==> src/sv/assert_macros.svh <==
// ----------------------------------------------------------------------------
// Assertion macros
// Shared concurrent assertion forms for the snapshot envelope checker RTL.
// ----------------------------------------------------------------------------
`ifndef ASSERT_MACROS_SVH
`define ASSERT_MACROS_SVH

// Check on every clock edge once out of reset.
`define SEC_ASSERT(label, prop, msg) \
  label: assert property (@(posedge clk) disable iff (!rst_n) (prop)) else $error(msg);

// Check on every clock edge, reset included.
`define SEC_ASSERT_ALWAYS(label, prop, msg) \
  label: assert property (@(posedge clk) (prop)) else $error(msg);

`endif

==> src/sv/sec_pkg.sv <==
`default_nettype none
// ----------------------------------------------------------------------------
// sec_pkg
// Types, constants and helpers shared by the snapshot envelope checker.
// ----------------------------------------------------------------------------
package sec_pkg;

  // Header layout, in byte positions from frame start
  localparam logic [4:0] VER_POS   = 5'd8;
  localparam logic [4:0] LEN_POS   = 5'd12;
  localparam logic [4:0] HASH_POS  = 5'd20;
  localparam logic [4:0] HDR_BYTES = 5'd28;

  // "OFSTATE1", first byte in the lowest lane
  localparam logic [63:0] MAGIC = 64'h3145_5441_5453_464F;

  localparam logic [63:0] FNV_BASIS     = 64'hCBF2_9CE4_8422_2325;
  localparam logic [31:0] EXP_VER_RESET = 32'd4;

  typedef enum logic [2:0] {
    V_OK      = 3'd0,
    V_TRUNC   = 3'd1,
    V_MAGIC   = 3'd2,
    V_VERSION = 3'd3,
    V_LENGTH  = 3'd4,
    V_HASH    = 3'd5
  } verdict_t;

  typedef enum logic [2:0] {
    K_MAGIC = 3'd0,
    K_VER   = 3'd1,
    K_LEN   = 3'd2,
    K_HASH  = 3'd3,
    K_BODY  = 3'd4
  } kind_t;

  // One classified beat, handed from the front to the back
  typedef struct packed {
    logic [7:0] data;
    logic       last;
    kind_t      kind;
    logic [2:0] lane;  // byte lane within the header field
    logic [4:0] cnt;   // header bytes seen, this beat included
  } item_t;

  function automatic logic [7:0] magic_byte(input logic [2:0] lane);
    magic_byte = MAGIC[{lane, 3'b000} +: 8];
  endfunction

  // FNV-1a 64 step; prime is 2^40 + 2^8 + 0xB3
  function automatic logic [63:0] fnv_step(input logic [63:0] h, input logic [7:0] b);
    logic [63:0] x;
    x = h ^ {56'd0, b};
    fnv_step = (x << 40) + (x << 8) + (x << 7) + (x << 5) + (x << 4) + (x << 1) + x;
  endfunction

endpackage
`default_nettype wire

==> src/sv/sec_back.sv <==
`default_nettype none
// ----------------------------------------------------------------------------
// sec_back
// Capture header fields, hash and count the body, judge the frame.
// ----------------------------------------------------------------------------
`include "assert_macros.svh"
module sec_back (
  input  wire logic           clk,
  input  wire logic           rst_n,
  input  wire logic           cfg_wr_en,
  input  wire logic [31:0]    cfg_wr_data,
  input  wire logic           q_not_empty,
  input  wire sec_pkg::item_t q_item,
  output logic                pop,
  output logic                out_valid,
  input  wire logic           out_ready,
  output logic [7:0]          out_byte,
  output logic                out_body,
  output logic                out_last,
  output logic [2:0]          out_verdict
);

  logic [31:0] exp_ver_r;
  logic        magic_r, magic_nxt;
  logic [31:0] ver_r, ver_nxt;
  logic [63:0] len_r, len_nxt;
  logic [63:0] hash_r, hash_nxt;
  logic [63:0] rhash_r, rhash_nxt;
  logic [63:0] cnt_r, cnt_nxt;

  logic              out_valid_r;
  logic [7:0]        out_byte_r;
  logic              out_body_r;
  logic              out_last_r;
  sec_pkg::verdict_t out_verdict_r, verdict;

  assign pop         = q_not_empty && (!out_valid_r || out_ready);
  assign out_valid   = out_valid_r;
  assign out_byte    = out_byte_r;
  assign out_body    = out_body_r;
  assign out_last    = out_last_r;
  assign out_verdict = out_verdict_r;

  // Field and hash updates for the beat at the queue head
  always_comb begin
    magic_nxt = magic_r;
    ver_nxt   = ver_r;
    len_nxt   = len_r;
    hash_nxt  = hash_r;
    rhash_nxt = rhash_r;
    cnt_nxt   = cnt_r;
    case (q_item.kind)
      sec_pkg::K_MAGIC: begin
        if (q_item.data != sec_pkg::magic_byte(q_item.lane)) begin
          magic_nxt = 1'b0;
        end
      end
      sec_pkg::K_VER:  ver_nxt[{q_item.lane[1:0], 3'b000} +: 8] = q_item.data;
      sec_pkg::K_LEN:  len_nxt[{q_item.lane, 3'b000} +: 8]      = q_item.data;
      sec_pkg::K_HASH: hash_nxt[{q_item.lane, 3'b000} +: 8]     = q_item.data;
      sec_pkg::K_BODY: begin
        rhash_nxt = sec_pkg::fnv_step(rhash_r, q_item.data);
        cnt_nxt   = cnt_r + {63'd0, (cnt_r != '1)};
      end
      default: ;
    endcase
  end

  always_comb begin
    verdict = sec_pkg::V_OK;
    if (q_item.last) begin
      if (q_item.cnt < sec_pkg::VER_POS) begin
        verdict = sec_pkg::V_TRUNC;
      end else if (!magic_nxt) begin
        verdict = sec_pkg::V_MAGIC;
      end else if (q_item.cnt < sec_pkg::HDR_BYTES) begin
        verdict = sec_pkg::V_TRUNC;
      end else if (ver_nxt != exp_ver_r) begin
        verdict = sec_pkg::V_VERSION;
      end else if (len_nxt != cnt_nxt) begin
        verdict = sec_pkg::V_LENGTH;
      end else if (hash_nxt != rhash_nxt) begin
        verdict = sec_pkg::V_HASH;
      end
    end
  end

  always_ff @(posedge clk) begin
    if (!rst_n) begin
      exp_ver_r <= sec_pkg::EXP_VER_RESET;
    end else if (cfg_wr_en) begin
      exp_ver_r <= cfg_wr_data;
    end
  end

  always_ff @(posedge clk) begin
    if (!rst_n) begin
      magic_r <= 1'b1;
      ver_r   <= '0;
      len_r   <= '0;
      hash_r  <= '0;
      rhash_r <= sec_pkg::FNV_BASIS;
      cnt_r   <= '0;
    end else if (pop) begin
      if (q_item.last) begin
        magic_r <= 1'b1;
        ver_r   <= '0;
        len_r   <= '0;
        hash_r  <= '0;
        rhash_r <= sec_pkg::FNV_BASIS;
        cnt_r   <= '0;
      end else begin
        magic_r <= magic_nxt;
        ver_r   <= ver_nxt;
        len_r   <= len_nxt;
        hash_r  <= hash_nxt;
        rhash_r <= rhash_nxt;
        cnt_r   <= cnt_nxt;
      end
    end
  end

  always_ff @(posedge clk) begin
    if (!rst_n) begin
      out_valid_r <= 1'b0;
    end else if (pop) begin
      out_valid_r <= 1'b1;
    end else if (out_ready) begin
      out_valid_r <= 1'b0;
    end
  end

  always_ff @(posedge clk) begin
    if (pop) begin
      out_byte_r    <= q_item.data;
      out_body_r    <= (q_item.kind == sec_pkg::K_BODY);
      out_last_r    <= q_item.last;
      out_verdict_r <= verdict;
    end
  end

  `SEC_ASSERT(a_verdict_only_last,
              out_valid_r && !out_last_r |-> out_verdict_r == sec_pkg::V_OK,
              "verdict set on a beat that does not end the frame")
  `SEC_ASSERT(a_clear_after_last,
              pop && q_item.last |=> cnt_r == '0 && rhash_r == sec_pkg::FNV_BASIS && magic_r,
              "frame state not cleared after the last beat")

endmodule
`default_nettype wire

==> config.mk <==
export PLATFORM = sky130hd
export DESIGN_NAME = sec_back
export DESIGN_NICKNAME = d
export VERILOG_FILES = /design/src/sv/sec_pkg.sv /design/src/sv/sec_back.sv
export VERILOG_INCLUDE_DIRS = /design/src /design/src/sv
export SDC_FILE = /design/constraint.sdc
export NUM_CORES = 2
export LEC_CHECK = 0
export BUFFER_PORTS_ARGS = -buffer_cell sky130_fd_sc_hd__buf_4
export CAP_MARGIN = 15
export CORE_MARGIN = 1.5
export CORE_UTILIZATION = 25
export CTS_BUF_LIST = sky130_fd_sc_hd__clkbuf_8
export CTS_CLUSTER_SIZE = 28
export DETAILED_ROUTE_END_ITERATION = 7
export SYNTH_ARGS = -nofsm -noshare
export SYNTH_HDL_FRONTEND = slang
export SYNTH_SLANG_ARGS = --single-unit
==> constraint.sdc <==
create_clock -name clk -period 8.9 [get_ports clk]
set_input_delay 1.78 -clock clk [delete_from_list [all_inputs] [get_ports clk]]
set_output_delay 1.78 -clock clk [all_outputs]
set_load 0.01 [all_outputs]
==> results.tsv <==
metric	value	unit
outcome	complete, no violations	
p_per_area	383	nW/um2
cts_resized	0	
dpl.hpwl	76400	um
routed_wl	102000	um
wl_per_cell	18.9	um
io_buffers	69	
synth_top_family_by_area	adder cells	
cts_root_buf	clkbuf_8	
coreArea	122000	um2
synth_async_sr_flop_share	0	
synth-simple-area-share	0.195	
grt_use_total	0.160	
required	9310	ps
cts_sinks	335	
slew_headroom	0.240	
cp.arrival	8520	ps
rr_worst_depth	25	
worstSetupPathType	in2reg	
synth_xor_area_frac	0.0836	
worst_slack	791	ps
crit_fanout	8	
rsz0062_at_grt	false	
avgViaCountPerCell	4.96	
drc_errors	0	
dr_total_vias	26600	
clock.fmax	123	MHz
clkLatencyLatePin	670	ps
cts_tree	done	
antenna_left	0	
synth_seq_cells	335	
gp_congestion	0.941	
final_nets	4122	
die_area	125000	um2
peakVddDrop	461	uV
ys.flop_type	dfxtp_1	
yosysSeqAreaShare	0.223	
min_path_type	reg2reg	
grt_overflow	0	
cap_violations	0	
grt_pass1_vias	26300	
htree_levels	3	
syn_to_final_growth	11.6	%
synth_top_area_frac	0.211	
syn_nets	4120	
hold_buffers	0	
synth_compound_area_frac	0.175	
drv_slew	0	
fp.dieH	353	um
drt_iter0_drc	2316	
initial_core_util	0.252	
syn-cell-area	30600	um2
critPathCaptureType	flop	
io_pins	72	
synth_area_leaders	dfxtp_1 (21%), fa_1 (16%), xnor2_1 (6.9%)	
synth_cell_type_count	105	
grt_max_degree	154	
syn_area_per_cell	8.28	um2
firstDrtPassIters	8	
startpoint_type	primary input	
worst_clock_skew	50.9	ps
finalSetupViolCount	0	
synth_mux_area_frac	0.0315	
drive_gt1_frac	0.0799	
cts_buffers	66	
p_leak	13.5	nW
hold_depth	2	
layout_commonest_cell	inv_1	
rows	128	
fin_crit	8110	ps
die_w	353	um
post-place-ws	221	ps
tightest_slew	1140	ps
synthCells	3695	
synth_edf_count	13	
clk_pin_slew_worst_paths	60	ps
clk_path_buf_depth	3	
yosys.area.top_type	dfxtp_1	
power.total	0.0131	W
final_cell_mix	inv_1 (436), dfxtp_1 (322), nand2_1 (291)	
synth_adder_area_share	0.211	
post_cts_buffers	0	
min_period_over_period	0.911	
antenna_found_initial	2	
ys_warn_count	0	
tns	0	ps
finalHoldViolations	0	
grt_pass1_wl	157000	um
==> cells in the mapped netlist (18+ instances only) <==
master    count
a32oi_1      47
nor3_1       53
xnor2_1     240
a22oi_1     135
and2_1       53
nand2_1     292
ha_1        123
o22ai_1      30
dfxtp_1     322
nor2_1      200
inv_1       415
xor2_1       52
o21ai_0     223
nand4_1      62
nor2b_1     238
mux2i_1      80
nor4_1       31
clkbuf_1    163
o21a_1       20
a21oi_1     200
or3_1        26
and3_1       62
a31oi_1      18
fa_1        245
a21o_1       18
nand3_1      52
a21boi_0     40
==> layer usage <==
layer,track usage,vias up,wire [um]
met3,0.0186,215,5660
met5,0,-,0
met2,0.263,922,46700
met1,0.210,12900,44300
li1,-,12600,-
met4,0.0755,0,5000
==> where the power goes <==
| part | total (W) | leakage [nW] | internal (W) | switching [W] |
|---|---|---|---|---|
| clock | 0.00166 | 0.767 | 0.000908 | 0.000755 |
| combinational | 0.00982 | 10.0 | 0.00374 | 0.00608 |
| sequential | 0.00161 | 2.73 | 0.00155 | 0.0000585 |
| total | 0.0131 | 13.5 | 0.00620 | 0.00690 |
==> registers in the layout, indices dropped and copies added, names as in the netlist <==
register,cells
out_body,1
out_byte,8
out_last,1
cnt_r,64
out_valid,1
magic_r,1
len_r,64
out_verdict,3
rhash_r,64
hash_r,64
ver_r,32
exp_ver_r,32
==> logic make-up (layout without fill, tap and decap cells) <==
group / count (synthesis) / in the layout
simple gates: 1144 / 1144
compound gates: 844 / 844
buf+inv: 620 / 669
fa+ha+maj: 368 / 368
flops: 335 / 335
xor+xnor: 292 / 292
mux: 92 / 92
other cells: 0 / 2
==> worst paths after layout <==
| kind | startpoint | endpoint | slack (ps) |
|---|---|---|---|
| max | q_item[15] | out_verdict[2]$_SDFFCE_PP0P_ | 790 |
| max reg2reg | rhash_r[14]$_SDFFE_PN0P_ | out_verdict[2]$_SDFFCE_PP0P_ | 1420 |
| min | magic_r$_SDFFE_PN1P_ | magic_r$_SDFFE_PN1P_ | 500 |
| min reg2reg | magic_r$_SDFFE_PN1P_ | magic_r$_SDFFE_PN1P_ | 500 |
==> layout make-up <==
| cell class | count | area (um2) |
|---|---|---|
| antenna | 2 | 5.00 |
| clock buffer | 80 | 1100 |
| clock inverter | 35 | 267 |
| fill | 13000 | 87400 |
| inverter | 418 | 1570 |
| multi-input combinational | 2740 | 21300 |
| sequential | 335 | 6840 |
| tap | 1625 | 2030 |
| timing repair buffer | 136 | 1030 |
==> through the flow <==
stage / hold WS, ps / instance area [um2] / std cells / util
2_1_floorplan: 461 / 30600 / 3695 / -
3_3_place_gp: 471 / 32800 / 5254 / 0.270
3_5_place_dp: 480 / 32800 / 5254 / 0.270
4_1_cts: 500 / 34200 / 5369 / 0.281
5_1_grt: 530 / 34200 / 5371 / 0.281
6_report: 498 / 34200 / 5371 / 0.281
==> worst max-delay path: stages <==
cell and delay [ps]:
buf_4 120, xnor2_1 220, inv_1 180, fa_1 540, fa_1 560, fa_1 450, ha_1 300, ha_1 360
and3_1 170, a221o_1 350, nand4_1 280, a2111o_1 530, a21oi_2 320, nor2b_1 100, xnor2_1 450, o32a_1 240
nand4_1 100, or4_1 570, nor4_2 200, nand4_1 130, buf_4 190, o311a_1 360
No activity file was read; power rests on OpenSTA's default activity.
